$ cat src/rtl/uub64_pkg.sv
// ---------------------------------------------------------------------------
// uub64_pkg
// Types, constants and character mapping functions of the line encoder.
// ---------------------------------------------------------------------------
`default_nettype none

package uub64_pkg;

  // Line geometry: a full line holds LINE_FULL bytes, a multiple of three.
  localparam int LINE_SIZE  = 45;
  localparam int LINE_FULL  = ((LINE_SIZE + 2) / 3) * 3;
  localparam int IDX_W      = $clog2(LINE_FULL + 1);

  // Line store: two banks, addressed as {bank, index}.
  localparam int RAM_AW    = IDX_W + 1;
  localparam int RAM_DEPTH = 2 ** RAM_AW;
  localparam int BYTE_W    = 8;

  // Number of lines that may wait for or be in the back end at once.
  localparam int LINES_MAX = 2;
  localparam int BUSY_W    = $clog2(LINES_MAX + 1);

  // Command queue between front and back.
  localparam int QUEUE_DEPTH = 2;
  localparam int QPTR_W      = $clog2(QUEUE_DEPTH);
  localparam int QCNT_W      = $clog2(QUEUE_DEPTH + 1);

  // Characters.
  localparam int CHAR_W = 7;
  localparam logic [CHAR_W-1:0] CH_NL   = 7'd10;
  localparam logic [CHAR_W-1:0] CH_PAD  = 7'd61;
  localparam logic [CHAR_W-1:0] CH_TICK = 7'd96;

  // Encoding modes.
  localparam logic MODE_TRAD = 1'b0;
  localparam logic MODE_B64  = 1'b1;

  // One unit of work for the back end.
  typedef struct packed {
    logic             line;      // a line is to be emitted
    logic             end_flag;  // the stream ends after this command
    logic             bank;      // line store bank that holds the line
    logic [IDX_W-1:0] count;     // bytes in the line
  } cmd_t;

  // Traditional table: zero maps to a backtick, anything else to 32 + v.
  function automatic logic [CHAR_W-1:0] trad_char(input logic [5:0] v);
    logic [CHAR_W-1:0] c;
    if (v == 6'd0) begin
      c = CH_TICK;
    end else begin
      c = 7'd32 + {1'b0, v};
    end
    return c;
  endfunction

  // Base64 alphabet, computed by range.
  function automatic logic [CHAR_W-1:0] b64_char(input logic [5:0] v);
    logic [CHAR_W-1:0] c;
    if (v < 6'd26) begin
      c = 7'd65 + {1'b0, v};
    end else if (v < 6'd52) begin
      c = 7'd71 + {1'b0, v};
    end else if (v < 6'd62) begin
      c = {1'b0, v} - 7'd4;
    end else if (v == 6'd62) begin
      c = 7'd43;
    end else begin
      c = 7'd47;
    end
    return c;
  endfunction

  function automatic logic [CHAR_W-1:0] sym_char(input logic mode, input logic [5:0] v);
    return (mode == MODE_B64) ? b64_char(v) : trad_char(v);
  endfunction

endpackage

`default_nettype wire

$ cat src/rtl/uub64_ifs.sv
// ---------------------------------------------------------------------------
// Encoder channel interfaces
// Valid/ready channels for raw bytes, encoded characters and configuration.
// ---------------------------------------------------------------------------
`default_nettype none

// Raw byte channel.
interface uub64_byte_if;
  logic       valid;
  logic       ready;
  logic [7:0] data_byte;
  logic       has_byte;
  logic       end_of_data;

  modport source (output valid, data_byte, has_byte, end_of_data, input ready);
  modport sink (input valid, data_byte, has_byte, end_of_data, output ready);
endinterface

// Encoded character channel.
interface uub64_char_if;
  logic       valid;
  logic       ready;
  logic [6:0] out_char;
  logic       last_of_run;

  modport source (output valid, out_char, last_of_run, input ready);
  modport sink (input valid, out_char, last_of_run, output ready);
endinterface

// Configuration write channel.
interface uub64_cfg_if;
  logic valid;
  logic ready;
  logic encoding_mode;

  modport source (output valid, encoding_mode, input ready);
  modport sink (input valid, encoding_mode, output ready);
endinterface

`default_nettype wire

$ cat src/rtl/uub64_ram.sv
// ---------------------------------------------------------------------------
// uub64_ram
// Generic single-write, single-read RAM with registered read data.
// ---------------------------------------------------------------------------
`default_nettype none

module uub64_ram #(
  parameter int WIDTH = 8,
  parameter int DEPTH = 128
) (
  input  wire logic                     clk,
  input  wire logic                     we,
  input  wire logic [$clog2(DEPTH)-1:0] waddr,
  input  wire logic [WIDTH-1:0]         wdata,
  input  wire logic [$clog2(DEPTH)-1:0] raddr,
  output      logic [WIDTH-1:0]         rdata
);

  logic [WIDTH-1:0] mem [DEPTH];

  // Write port and registered read port.
  always_ff @(posedge clk) begin
    if (we) begin
      mem[waddr] <= wdata;
    end
    rdata <= mem[raddr];
  end

endmodule

`default_nettype wire

$ cat src/rtl/uub64_queue.sv
// ---------------------------------------------------------------------------
// uub64_queue
// Short command queue between the front end and the back end.
// ---------------------------------------------------------------------------
`default_nettype none

module uub64_queue
  import uub64_pkg::*;
(
  input  wire logic clk,
  input  wire logic rst,
  input  wire logic push_valid,
  output      logic push_ready,
  input  wire cmd_t push_data,
  output      logic pop_valid,
  input  wire logic pop_ready,
  output      cmd_t pop_data
);

  cmd_t              entries [QUEUE_DEPTH];
  logic [QPTR_W-1:0] wr_ptr;
  logic [QPTR_W-1:0] rd_ptr;
  logic [QCNT_W-1:0] fill;
  logic              do_push;
  logic              do_pop;

  assign push_ready = (fill != QCNT_W'(QUEUE_DEPTH));
  assign pop_valid  = (fill != '0);
  assign pop_data   = entries[rd_ptr];
  assign do_push    = push_valid && push_ready;
  assign do_pop     = pop_valid && pop_ready;

  // Pointers and fill level.
  always_ff @(posedge clk) begin
    if (rst) begin
      wr_ptr <= '0;
      rd_ptr <= '0;
      fill   <= '0;
    end else begin
      if (do_push) begin
        wr_ptr <= wr_ptr + 1'b1;
      end
      if (do_pop) begin
        rd_ptr <= rd_ptr + 1'b1;
      end
      fill <= fill + QCNT_W'(do_push) - QCNT_W'(do_pop);
    end
  end

  // Entry storage.
  always_ff @(posedge clk) begin
    if (do_push) begin
      entries[wr_ptr] <= push_data;
    end
  end

endmodule

`default_nettype wire

$ cat src/rtl/uub64_front.sv
// ---------------------------------------------------------------------------
// uub64_front
// Accepts raw bytes, fills the line store and issues line commands.
// ---------------------------------------------------------------------------
`default_nettype none

module uub64_front
  import uub64_pkg::*;
(
  input  wire logic              clk,
  input  wire logic              rst,
  uub64_byte_if.sink             byte_ch,
  // Line store write port.
  output      logic              ram_we,
  output      logic [RAM_AW-1:0] ram_waddr,
  output      logic [BYTE_W-1:0] ram_wdata,
  // Command queue push side.
  output      logic              push_valid,
  input  wire logic              push_ready,
  output      cmd_t              push_data,
  // Back end has finished reading a line.
  input  wire logic              line_done
);

  logic [IDX_W-1:0]  count;
  logic [IDX_W-1:0]  count_next;
  logic [IDX_W-1:0]  count_after;
  logic              bank;
  logic [BUSY_W-1:0] busy;
  logic              accept;
  logic              full;
  logic              line;

  // The bank being filled is free unless both banks hold pending lines.
  assign byte_ch.ready = push_ready && (busy != BUSY_W'(LINES_MAX));
  assign accept        = byte_ch.valid && byte_ch.ready;

  // Classify the beat.
  assign count_after = count + IDX_W'(byte_ch.has_byte);
  assign full        = byte_ch.has_byte && (count_after == IDX_W'(LINE_FULL));
  assign line        = full || (byte_ch.end_of_data && (count_after != '0));
  assign count_next  = line ? '0 : count_after;

  // Store the byte at the next free place of the current bank.
  assign ram_we    = accept && byte_ch.has_byte;
  assign ram_waddr = {bank, count};
  assign ram_wdata = byte_ch.data_byte;

  // Command for the back end.
  assign push_valid         = accept && (line || byte_ch.end_of_data);
  assign push_data.line     = line;
  assign push_data.end_flag = byte_ch.end_of_data;
  assign push_data.bank     = bank;
  assign push_data.count    = count_after;

  // Fill count, bank select and pending line count.
  always_ff @(posedge clk) begin
    if (rst) begin
      count <= '0;
      bank  <= 1'b0;
      busy  <= '0;
    end else begin
      if (accept) begin
        count <= count_next;
        if (line) begin
          bank <= ~bank;
        end
      end
      busy <= busy + BUSY_W'(accept && line) - BUSY_W'(line_done);
    end
  end

endmodule

`default_nettype wire

$ cat src/rtl/uub64_back.sv
// ---------------------------------------------------------------------------
// uub64_back
// Sequencer that reads a line from the store and emits its characters.
// ---------------------------------------------------------------------------
`default_nettype none

module uub64_back
  import uub64_pkg::*;
(
  input  wire logic              clk,
  input  wire logic              rst,
  input  wire logic              mode,
  // Command queue pop side.
  input  wire logic              pop_valid,
  output      logic              pop_ready,
  input  wire cmd_t              pop_data,
  // Line store read port.
  output      logic [RAM_AW-1:0] ram_raddr,
  input  wire logic [BYTE_W-1:0] ram_rdata,
  // Character output.
  uub64_char_if.source           char_ch,
  output      logic              line_done
);

  typedef enum logic [2:0] {
    ST_IDLE,
    ST_LEN,
    ST_FETCH,
    ST_SYM,
    ST_NL,
    ST_TICK,
    ST_TNL
  } state_t;

  state_t            state;
  cmd_t              cmd;
  logic [IDX_W-1:0]  grp;
  logic [1:0]        fetch;
  logic [1:0]        sym;
  logic [BYTE_W-1:0] b0;
  logic [BYTE_W-1:0] b1;
  logic [BYTE_W-1:0] b2;
  logic              out_valid;
  logic [CHAR_W-1:0] out_char;
  logic              out_last;
  logic              can_emit;
  logic              emit;
  logic              trailer;
  logic [IDX_W:0]    cap_idx;
  logic              cap_ok;
  logic [IDX_W:0]    grp_plus;
  logic [5:0]        sym_val;
  logic [CHAR_W-1:0] sym_out;

  assign char_ch.valid       = out_valid;
  assign char_ch.out_char    = out_char;
  assign char_ch.last_of_run = out_last;

  assign can_emit  = !out_valid || char_ch.ready;
  assign pop_ready = (state == ST_IDLE);
  assign trailer   = cmd.end_flag && (mode == MODE_TRAD);
  assign line_done = (state == ST_NL) && can_emit;

  // A character is loaded into the output register this cycle.
  assign emit = can_emit && ((state == ST_LEN) || (state == ST_SYM) || (state == ST_NL) ||
                             (state == ST_TICK) || (state == ST_TNL));

  // Read address of the current fetch step; data returns in the next cycle.
  assign ram_raddr = {cmd.bank, grp + IDX_W'(fetch)};
  assign cap_idx   = {1'b0, grp} + (IDX_W + 1)'(fetch) - (IDX_W + 1)'(1);
  assign cap_ok    = cap_idx < {1'b0, cmd.count};
  assign grp_plus  = {1'b0, grp} + (IDX_W + 1)'(3);

  // Symbol of the current group, with Base64 padding past the line end.
  always_comb begin
    case (sym)
      2'd0:    sym_val = b0[7:2];
      2'd1:    sym_val = {b0[1:0], b1[7:4]};
      2'd2:    sym_val = {b1[3:0], b2[7:6]};
      default: sym_val = b2[5:0];
    endcase
    sym_out = sym_char(mode, sym_val);
    if (mode == MODE_B64) begin
      if ((sym == 2'd2) && (({1'b0, grp} + (IDX_W + 1)'(1)) >= {1'b0, cmd.count})) begin
        sym_out = CH_PAD;
      end
      if ((sym == 2'd3) && (({1'b0, grp} + (IDX_W + 1)'(2)) >= {1'b0, cmd.count})) begin
        sym_out = CH_PAD;
      end
    end
  end

  // Sequencer state and output register.
  always_ff @(posedge clk) begin
    if (rst) begin
      state     <= ST_IDLE;
      out_valid <= 1'b0;
    end else begin
      if (emit) begin
        out_valid <= 1'b1;
      end else if (char_ch.ready) begin
        out_valid <= 1'b0;
      end
      case (state)
        ST_IDLE: begin
          if (pop_valid) begin
            cmd   <= pop_data;
            grp   <= '0;
            fetch <= '0;
            if (pop_data.line) begin
              state <= (mode == MODE_TRAD) ? ST_LEN : ST_FETCH;
            end else if (pop_data.end_flag && (mode == MODE_TRAD)) begin
              state <= ST_TICK;
            end
          end
        end
        ST_LEN: begin
          if (can_emit) begin
            out_char  <= trad_char(6'(cmd.count));
            out_last  <= 1'b0;
            state     <= ST_FETCH;
          end
        end
        ST_FETCH: begin
          // Three reads, shifted in as they return; bytes past the count are zero.
          fetch <= fetch + 2'd1;
          if (fetch != 2'd0) begin
            b0 <= b1;
            b1 <= b2;
            b2 <= cap_ok ? ram_rdata : '0;
          end
          if (fetch == 2'd3) begin
            sym   <= 2'd0;
            state <= ST_SYM;
          end
        end
        ST_SYM: begin
          if (can_emit) begin
            out_char  <= sym_out;
            out_last  <= 1'b0;
            sym       <= sym + 2'd1;
            if (sym == 2'd3) begin
              grp   <= grp_plus[IDX_W-1:0];
              fetch <= '0;
              state <= (grp_plus >= {1'b0, cmd.count}) ? ST_NL : ST_FETCH;
            end
          end
        end
        ST_NL: begin
          if (can_emit) begin
            out_char  <= CH_NL;
            out_last  <= !trailer;
            state     <= trailer ? ST_TICK : ST_IDLE;
          end
        end
        ST_TICK: begin
          if (can_emit) begin
            out_char  <= CH_TICK;
            out_last  <= 1'b0;
            state     <= ST_TNL;
          end
        end
        ST_TNL: begin
          if (can_emit) begin
            out_char  <= CH_NL;
            out_last  <= 1'b1;
            state     <= ST_IDLE;
          end
        end
        default: begin
          state <= ST_IDLE;
        end
      endcase
    end
  end

endmodule

`default_nettype wire

$ cat src/rtl/uuencode_base64_line_encoder.sv
// ---------------------------------------------------------------------------
// uuencode_base64_line_encoder
// Line-oriented uuencode / Base64 encoder, one character per output beat.
// ---------------------------------------------------------------------------
// Raw bytes are gathered into lines of 45 in a two-bank line store; each full
// line, and the short tail at end of data, is emitted as groups of four
// characters followed by a newline; in traditional mode a length character
// goes in front and a closing "`" line follows the stream. A byte beat is
// normally taken as soon as it is offered; it stalls only while both store
// banks hold lines still waiting to be emitted or the two-entry command queue
// is full. Emission is set by the back end sequencer: each group of three
// bytes is first read from the store and shifted in, and then sent as four
// character beats. The mode register is sampled when a line is emitted and
// should be written only while no data is in flight.
`default_nettype none

module uuencode_base64_line_encoder
  import uub64_pkg::*;
(
  input wire logic      clk,
  input wire logic      rst,
  uub64_byte_if.sink    byte_ch,
  uub64_char_if.source  char_ch,
  uub64_cfg_if.sink     cfg
);

  logic              mode;
  logic              ram_we;
  logic [RAM_AW-1:0] ram_waddr;
  logic [BYTE_W-1:0] ram_wdata;
  logic [RAM_AW-1:0] ram_raddr;
  logic [BYTE_W-1:0] ram_rdata;
  logic              push_valid;
  logic              push_ready;
  cmd_t              push_data;
  logic              pop_valid;
  logic              pop_ready;
  cmd_t              pop_data;
  logic              line_done;

  // Mode register; a write beat is always taken.
  assign cfg.ready = 1'b1;

  always_ff @(posedge clk) begin
    if (rst) begin
      mode <= MODE_TRAD;
    end else if (cfg.valid) begin
      mode <= cfg.encoding_mode;
    end
  end

  uub64_front u_front (
    .clk        (clk),
    .rst        (rst),
    .byte_ch    (byte_ch),
    .ram_we     (ram_we),
    .ram_waddr  (ram_waddr),
    .ram_wdata  (ram_wdata),
    .push_valid (push_valid),
    .push_ready (push_ready),
    .push_data  (push_data),
    .line_done  (line_done)
  );

  uub64_ram #(
    .WIDTH (BYTE_W),
    .DEPTH (RAM_DEPTH)
  ) u_line_store (
    .clk   (clk),
    .we    (ram_we),
    .waddr (ram_waddr),
    .wdata (ram_wdata),
    .raddr (ram_raddr),
    .rdata (ram_rdata)
  );

  uub64_queue u_queue (
    .clk        (clk),
    .rst        (rst),
    .push_valid (push_valid),
    .push_ready (push_ready),
    .push_data  (push_data),
    .pop_valid  (pop_valid),
    .pop_ready  (pop_ready),
    .pop_data   (pop_data)
  );

  uub64_back u_back (
    .clk        (clk),
    .rst        (rst),
    .mode       (mode),
    .pop_valid  (pop_valid),
    .pop_ready  (pop_ready),
    .pop_data   (pop_data),
    .ram_raddr  (ram_raddr),
    .ram_rdata  (ram_rdata),
    .char_ch    (char_ch),
    .line_done  (line_done)
  );

endmodule

`default_nettype wire

$ cat src/flat_wrapper.sv
// flat-port wrapper written by rule: the top's interface ports become plain ports
module uuencode_base64_line_encoder_flat import uub64_pkg::*;
  (clk, rst, byte_ch_valid, byte_ch_data_byte, byte_ch_has_byte, byte_ch_end_of_data, byte_ch_ready, char_ch_valid, char_ch_out_char, char_ch_last_of_run, char_ch_ready, cfg_valid, cfg_encoding_mode, cfg_ready);
  uub64_byte_if byte_ch_i ();
  uub64_char_if char_ch_i ();
  uub64_cfg_if cfg_i ();
  input wire logic clk;
  input wire logic rst;
  input wire logic [$bits(byte_ch_i.valid)-1:0] byte_ch_valid;
  input wire logic [$bits(byte_ch_i.data_byte)-1:0] byte_ch_data_byte;
  input wire logic [$bits(byte_ch_i.has_byte)-1:0] byte_ch_has_byte;
  input wire logic [$bits(byte_ch_i.end_of_data)-1:0] byte_ch_end_of_data;
  output wire logic [$bits(byte_ch_i.ready)-1:0] byte_ch_ready;
  output wire logic [$bits(char_ch_i.valid)-1:0] char_ch_valid;
  output wire logic [$bits(char_ch_i.out_char)-1:0] char_ch_out_char;
  output wire logic [$bits(char_ch_i.last_of_run)-1:0] char_ch_last_of_run;
  input wire logic [$bits(char_ch_i.ready)-1:0] char_ch_ready;
  input wire logic [$bits(cfg_i.valid)-1:0] cfg_valid;
  input wire logic [$bits(cfg_i.encoding_mode)-1:0] cfg_encoding_mode;
  output wire logic [$bits(cfg_i.ready)-1:0] cfg_ready;
  assign byte_ch_i.valid = byte_ch_valid;
  assign byte_ch_i.data_byte = byte_ch_data_byte;
  assign byte_ch_i.has_byte = byte_ch_has_byte;
  assign byte_ch_i.end_of_data = byte_ch_end_of_data;
  assign byte_ch_ready = byte_ch_i.ready;
  assign char_ch_valid = char_ch_i.valid;
  assign char_ch_out_char = char_ch_i.out_char;
  assign char_ch_last_of_run = char_ch_i.last_of_run;
  assign char_ch_i.ready = char_ch_ready;
  assign cfg_i.valid = cfg_valid;
  assign cfg_i.encoding_mode = cfg_encoding_mode;
  assign cfg_ready = cfg_i.ready;
  uuencode_base64_line_encoder u_core (.clk(clk), .rst(rst), .byte_ch(byte_ch_i), .char_ch(char_ch_i), .cfg(cfg_i));
endmodule
$ cat config.mk
export PLATFORM = sky130hd
export DESIGN_NAME = uuencode_base64_line_encoder_flat
export DESIGN_NICKNAME = d
export VERILOG_FILES = /design/src/rtl/uub64_pkg.sv /design/src/rtl/uub64_ifs.sv /design/src/rtl/uub64_ram.sv /design/src/rtl/uub64_queue.sv /design/src/rtl/uub64_front.sv /design/src/rtl/uub64_back.sv /design/src/rtl/uuencode_base64_line_encoder.sv /design/src/flat_wrapper.sv
export SDC_FILE = /design/constraint.sdc
export NUM_CORES = 1
export LEC_CHECK = 0
export BUFFER_PORTS_ARGS = -buffer_cell sky130_fd_sc_hd__buf_4
export CORE_UTILIZATION = 43
export DETAILED_ROUTE_END_ITERATION = 16
export PLACE_DENSITY = 0.7
export SKIP_LAST_GASP = 1
export SYNTH_ARGS = -nofsm -noshare
export SYNTH_HDL_FRONTEND = slang
export SYNTH_SLANG_ARGS = --single-unit
$ cat constraint.sdc
create_clock -name clk -period 9.75 [get_ports clk]
set_input_delay 1.95 -clock clk [delete_from_list [all_inputs] [get_ports clk]]
set_output_delay 1.95 -clock clk [all_outputs]
set_load 0.05 [all_outputs]
Word-level counts from Yosys, hierarchy flattened
Memories as Yosys holds them, arrays and structs flattened. A register that Yosys moved wholly into a read port is not among the register bits.
Index checks and enable logic that the tools add are counted.
Word-level totals
  register bits: 68
  bits in writable memories: 1042
  input bits: 16
  output and inout bits: 11
  logic and storage cells: 179
  memories: 2
Memories
  u_core.u_line_store.mem: depth 128, bits a word 8, rd ports 1, clocked after Yosys merged registers in 1, write ports 1, line uub64_ram.sv:19  | logic [WIDTH-1:0] mem [DEPTH];
  u_core.u_queue.entries: depth 2, bits a word 9, rd ports 1, clocked after Yosys merged registers in 1, write ports 1, line uub64_queue.sv:20  | cmd_t entries [QUEUE_DEPTH];
Operators by class
  add/sub/neg operators: 20
  $lt $le $gt $ge: 7
  equality and inequality tests: 25
  muxes and demuxes: 54
  bitwise logic cells: 3
  reduce and logical (&&, ||, !) cells: 48
Operators with widths (count)
  $mux W7: 13
  $mux W3: 13
  $pmux W7 S4: 1
  $mux W6: 4
  $ge A7 B6 Y1: 3
  $pmux W3 S7: 1
  $ne A2 B2 Y1 const B: 9
  $pmux W6 S3: 1
  $logic_and A1 B1 Y1: 15
  $reduce_and A5 Y1: 3
  $add A6 B2 Y7 const B: 2
  $add A6 B6 Y7 const A: 2
  $add A7 B6 Y7 const A: 2
  $eq A6 B6 Y1 const B: 2
  $logic_not A6 Y1: 2
  $lt A6 B6 Y1 const B: 2
  $mux W2: 6
  $pmux W6 S2: 1
  $mux W1: 11
  $reduce_bool A2 Y1: 5
  $eq A3 B3 Y1 const B: 3
  $reduce_and A9 Y1: 1
  $add A6 B1 Y7 const B: 1
  $add A6 B2 Y7: 1
  other kinds (33): 53

Longest topological paths before layout
  word-level depth: 13
  gate-level depth with buffers: 14
  depth with buffers taken out: 13

Cells and area by module
A second synthesis with hierarchy kept.
Unflattened totals
  cell total of the unflattened synthesis: 2184
  area, all modules: 45456.1 um2
By module, submodules not included
  uub64_ram: times used 1, cells an instance 1635, area an instance 39665.5 um2, sequential area each 30909.6 um2
  uub64_back: times used 1, cells an instance 401, area an instance 4068.9 um2, sequential area each 1581.5 um2
  uub64_queue: times used 1, cells an instance 57, area an instance 903.4 um2, sequential area each 640.6 um2
  uub64_front: times used 1, cells an instance 86, area an instance 773.2 um2, sequential area each 180.2 um2
  uuencode_base64_line_encoder: times used 1, cells an instance 5, area an instance 45.0 um2, sequential area each 20.0 um2

Worst setup path after synthesis
Ideal clock, no wire load.
  path kind: input port to flip-flop
  from: in rst
  to: reg u_core.u_back.b0[0], enable pin
  library setup time: 466 ps
  data arrival time: 4736 ps
  required time: 9284 ps
  slack: 4548 ps
  stages on the path: 3
  buffers on the path: 2
  cell sequence: clkbuf_1 -> clkbuf_1 -> nor4_1
Between the ends
  word-level cells in the longest chain between the ends: 2
Ends and longest elaborated chain
  start: declaration: line flat_wrapper.sv:8  | input wire logic rst;
  $not A1 Y1 (no source line)
  $reduce_and A3 Y1 (no source line)
  end signal: assignment: line uub64_back.sv:128  | b0 <= b1;
  end: declaration: line uub64_back.sv:40  | logic [BYTE_W-1:0] b0;
No other way between the ends.
A chain may end at the register's enable or synchronous reset.

Worst setup path in the final report
  from: reg u_core.u_back.grp[0]
  to: reg u_core.u_line_store.rdata[2] (read register of u_core.u_line_store.mem)
Between the ends
  word-level cells in the longest chain between the ends: 1
Ends and longest elaborated chain
  start: declaration: line uub64_back.sv:37  | logic [IDX_W-1:0] grp;
  start signal: assignment: line uub64_back.sv:143  | grp <= grp_plus[IDX_W-1:0];
  $add A6 B2 Y6: line uub64_back.sv:69  | assign ram_raddr = {cmd.bank, grp + IDX_W'(fetch)};
  end: declaration: line uub64_ram.sv:16  | output logic [WIDTH-1:0] rdata
No other way between the ends.

==> tab_implementation.tex <==
\begin{tabular}{lr}
\hline
Metric & Value \\
\hline
\multicolumn{2}{l}{\textbf{Cells and area}} \\
\quad Area overhead of the layout relative to synthesis & 11.25\% \\
\quad Number of standard cells in the final layout excluding fillers & about 4000 \\
\quad Nets@finish & $\sim$2500 \\
\quad Number of antenna repair diodes & 0 \\
\quad Core utilization of the finished layout & 48.54\% \\
\quad Fraction of final layout cells sized beyond drive strength 1 & between 20\% and 30\% \\
\multicolumn{2}{l}{\textbf{Drt}} \\
\quad Number of routed nets with antenna violations & 0 \\
\quad DR vias & 23382 \\
\quad DRC Markers & 0 \\
\quad Iteration-0 DRC count of the detailed router & roughly 2700 \\
\quad Vias/cell & 5.956 \\
\quad Final wirelength & between 100 and 150 mm \\
\quad Wire length per cell & 26.39 um \\
\quad Length of the first detailed-routing pass in iterations & 6 \\
\multicolumn{2}{l}{\textbf{Yosys}} \\
\quad Number of instances in the synthesized netlist & between 2000 and 2500 \\
\quad Library cell with the highest instance count after synthesis & sky130\_fd\_sc\_hd\_\_edfxtp\_1 \\
\quad Mean instance size in the synthesized netlist & 18.84 um\^{}2 \\
\quad Share of the synthesized area in the top cell type & 72.21\% \\
\quad Count of flip-flops with a built-in enable after synthesis & around 1100 \\
\quad Flip-flop cell with the highest count after synthesis & sky130\_fd\_sc\_hd\_\_edfxtp\_1 \\
\quad Fraction of the yosys area taken by sequential cells & 73.40\% \\
\quad Ranking of synthesized cells by area & sky130\_fd\_sc\_hd\_\_edfxtp\_1 (72\%), sky130\_fd\_sc\_hd\_\_mux4\_2 (13\%), sky130\_fd\_sc\_hd\_\_ha\_1 (1.5\%) \\
\quad Commonest cells in the synthesized netlist & sky130\_fd\_sc\_hd\_\_edfxtp\_1 (1092), sky130\_fd\_sc\_hd\_\_mux4\_2 (270), sky130\_fd\_sc\_hd\_\_nand2\_1 (182) \\
\quad Total nets after synthesis & 2484 \\
\quad Cell accounting for the most synthesized area & sky130\_fd\_sc\_hd\_\_edfxtp\_1 \\
\quad FFs w/ async S/R, synth & 0\% \\
\quad Register bit count reported by yosys & between 1000 and 1500 \\
\quad Post-synthesis cell area & approximately 45000 um\^{}2 \\
\quad Number of distinct library cells after synthesis & 77 \\
\quad Number of synthesis warnings & 0 \\
\multicolumn{2}{l}{\textbf{Placement}} \\
\quad Port Buffer Count & 25 \\
\quad Inst Count DP & roughly 3700 \\
\quad Detailed-placement wirelength estimate & 61.91 mm \\
\quad Final Wtd Congestion & 0.8530 \\
\multicolumn{2}{l}{\textbf{Min path}} \\
\quad Min-Delay Path Depth & 0 \\
\quad Worst hold path class & flop to flop \\
\quad Worst hold path endpoint & u\_core.u\_back.b0[0]\$\_DFFE\_PP\_ \\
\quad Critical hold path startpoint & u\_core.u\_back.b1[0]\$\_DFFE\_PP\_ \\
\multicolumn{2}{l}{\textbf{Timing}} \\
\quad RSZ-0062 raised after global routing & false \\
\quad Number of hold violations in the final report & 0 \\
\quad Slew at the pin with the worst max-slew slack & 1.199 ns \\
\quad Setup TNS Final & 0 ns \\
\quad Final Critical Period & $\sim$4.8 ns \\
\quad Remaining max-slew budget at the tightest pin & approximately a fifth \\
\quad Max Clock Freq & 0.2084 GHz \\
\quad Worst setup skew after layout & 0.06732 ns \\
\quad Hold Slack & 0.4544 ns \\
\quad Number of max-slew violations in the final report & 0 \\
\quad Share of the clock period used by the worst path & between 40\% and 50\% \\
\quad Setup violations, final & 0 \\
\multicolumn{2}{l}{\textbf{Critical path}} \\
\quad Most used cell along the critical path & sky130\_fd\_sc\_hd\_\_mux4\_2 \\
\quad Critical path cell sequence & ha\_1 -> fa\_4 -> buf\_4 -> mux4\_2 -> mux4\_2 -> nor2b\_1 -> a211oi\_1 -> nor4\_1 \\
\quad Worst path required time & 10.30 ns \\
\quad Endpoint of the most critical register-to-register path & u\_core.u\_line\_store.rdata[2]\$\_DFF\_P\_ \\
\quad Critical R2R Launch & u\_core.u\_back.grp[0]\$\_SDFFCE\_PN0P\_ \\
\quad Arrival time reported for the critical path endpoint & around 5.3 ns \\
\quad R2R depth & 8 \\
\quad Slowest Stage Delay on Critical Path & roughly 1.1 ns \\
\quad Worst Setup End Kind & flop \\
\quad Crit path max-delay cell type & sky130\_fd\_sc\_hd\_\_fa\_4 \\
\quad Worst path buffer plus inverter count & 1 \\
\quad Critical path peak fanout & 56 \\
\quad Slack of the worst reg-to-reg path & 4.95 ns \\
\quad Startpoint Class & flop \\
\quad Start-to-end type of the worst setup path & flop to flop \\
\quad Cell class contributing the biggest share of worst-path delay & adder cells \\
\multicolumn{2}{l}{\textbf{Global routing}} \\
\quad Vias in the first global route & 23660 \\
\quad Final global-route overflow total & 0 \\
\quad Total routing resource utilization after global routing & about 20\% \\
\quad Maximum number of pins on one net before global-route repair & 137 \\
\quad Number of antenna violations at the first check in global routing & 0 \\
\quad First-pass GRT wire length & around 160 mm \\
\multicolumn{2}{l}{\textbf{Die}} \\
\quad Top Ports & 27 \\
\quad Area of the die & 106900 um\^{}2 \\
\quad Initial core utilization & between 40 and 50\% \\
\quad Number of rows created at floorplan & 118 \\
\quad Std-Cell Core Area & 104100 um\^{}2 \\
\quad Die Height & 327.0 um \\
\quad Width of the die & between 300 and 400 um \\
\multicolumn{2}{l}{\textbf{Power}} \\
\quad Power per unit of standard cell area & 290.6 nW/um\^{}2 \\
\quad Leakage Power & $\sim$16 nW \\
\quad Largest voltage drop on the vdd net & 0.5126 mV \\
\multicolumn{2}{l}{\textbf{CTS}} \\
\quad Clk buf depth & 3 \\
\quad Clock buffers created by TritonCTS & 108 \\
\quad Clock tree root driver cell & sky130\_fd\_sc\_hd\_\_clkbuf\_16 \\
\quad Hold\_buf cts & 0 \\
\quad Clock edge transition at the registers on the reported setup and hold paths & 0.06 ns \\
\quad Post-cts sizing count & 0 \\
\quad Later-pin clock latency in the skew report & $\sim$0.7 ns \\
\quad Deepest level of the CTS H-tree & 3 \\
\quad Post-CTS Setup Inserts & 0 \\
\quad TritonCTS Sinks & 1119 \\
\quad CTS tree & done \\
\multicolumn{2}{l}{\textbf{Status}} \\
\quad Run status & finished, final reports clean \\
\multicolumn{2}{l}{\textbf{Run}} \\
\quad Reported max-cap violation count & 0 \\
\hline
\end{tabular}
-- worst max path at each step --
stage | startpoint | endpoint | slack [ns] | cells after the start
final | u_core.u_back.grp[0]$_SDFFCE_PN0P_ | u_core.u_line_store.rdata[2]$_DFF_P_ | 4.95 | 8
after CTS | u_core.u_back.grp[0]$_SDFFCE_PN0P_ | u_core.u_line_store.rdata[3]$_DFF_P_ | 5.01 | 9
after floorplan | rst | u_core.u_back.b0[0]$_DFFE_PP_ | 4.55 | 3
after global routing | u_core.u_back.grp[0]$_SDFFCE_PN0P_ | u_core.u_line_store.rdata[3]$_DFF_P_ | 4.82 | 9
after global placement | byte_ch_has_byte | u_core.u_front.busy[1]$_SDFF_PP0_ | 4.73 | 14
after detailed placement | byte_ch_has_byte | u_core.u_front.busy[1]$_SDFF_PP0_ | 4.68 | 14
-- cells by family (layout without fill, tap and decap cells) --
family                     after synthesis  count (layout)  share of synthesized area [%]
muxes                                  303             303                          14.14
xor gates and xnor gates                36              36                         0.7274
buffers and inverters                  166             302                          1.733
and+or+nand+nor                        523             523                          5.169
adders and majority gates               58              58                          1.631
AOI/OAI and AO/OA                      204             204                          3.191
other                                    1               1                       0.008258
DFF                                   1119            1119                          73.40
-- cells in the final DEF, fill, tap and decap left out, drive strengths merged, types with 6 or more instances in the layout --
cell type and instances:
nor2b 20, xor2 12, and2 30, o22ai 9, nor3 19, buf 57
a21oi 38, clkinv 53, ha 56, a211oi 27, mux2i 24, nor2 168
a222oi 6, a31oi 40, nand2 182, dfxtp 27, nand2b 6, mux2 9
mux4 270, o21ai 15, xnor2 24, bufinv 9, inv 47, a21o 6
a32oi 15, edfxtp 1092, nor4 12, clkbuf 131, nand3 63, a22oi 7
-- power by group --
part	internal, W	switching, W
Combinational	0.00221	0.00286
Clock	0.00231	0.00179
Sequential	0.00540	0.000113
Total	0.00993	0.00476
-- through the flow --
stage	instance area, um^2	total power (W)	worst slack [ns]
after CTS	50520	0.01477	5.009
final	50520	0.01468	4.953
after floorplan	45410	0.009271	4.548
after detailed placement	47030	0.01070	4.677
after global routing	50520	0.01525	4.825
after global placement	47030	0.01063	4.729
-- registers in the layout, indices dropped and copies added (netlist names), 3 cells and up, named ones only --
register                        cells
u_core.u_back.b0                    8
u_core.u_back.b1                    8
u_core.u_back.b2                    8
u_core.u_back.char_ch.out_char      7
u_core.u_back.cmd                   7
u_core.u_back.grp                   6
u_core.u_back.state                 3
u_core.u_front.count                6
u_core.u_line_store.mem          1024
u_core.u_line_store.rdata           8
u_core.u_queue.entries             18
-- layout make-up --
type	count	area, um^2
Sequential cell	1119	33330
Timing Repair Buffer	57	452.9
Inverter	42	157.7
Clock buffer	131	2830
Fill cell	8274	53570
Multi-Input combinational cell	1125	11360
Tap cell	1380	1727
Clock inverter	72	659.4
-- routing by layer --
metal / GRT usage, % / wire length (um)
met4: 6.664 / 3453
met2: 31.19 / 50330
met5: 0 / 0
met1: 27.40 / 42180
met3: 2.919 / 7626
Power figures use the tool's default switching activity.
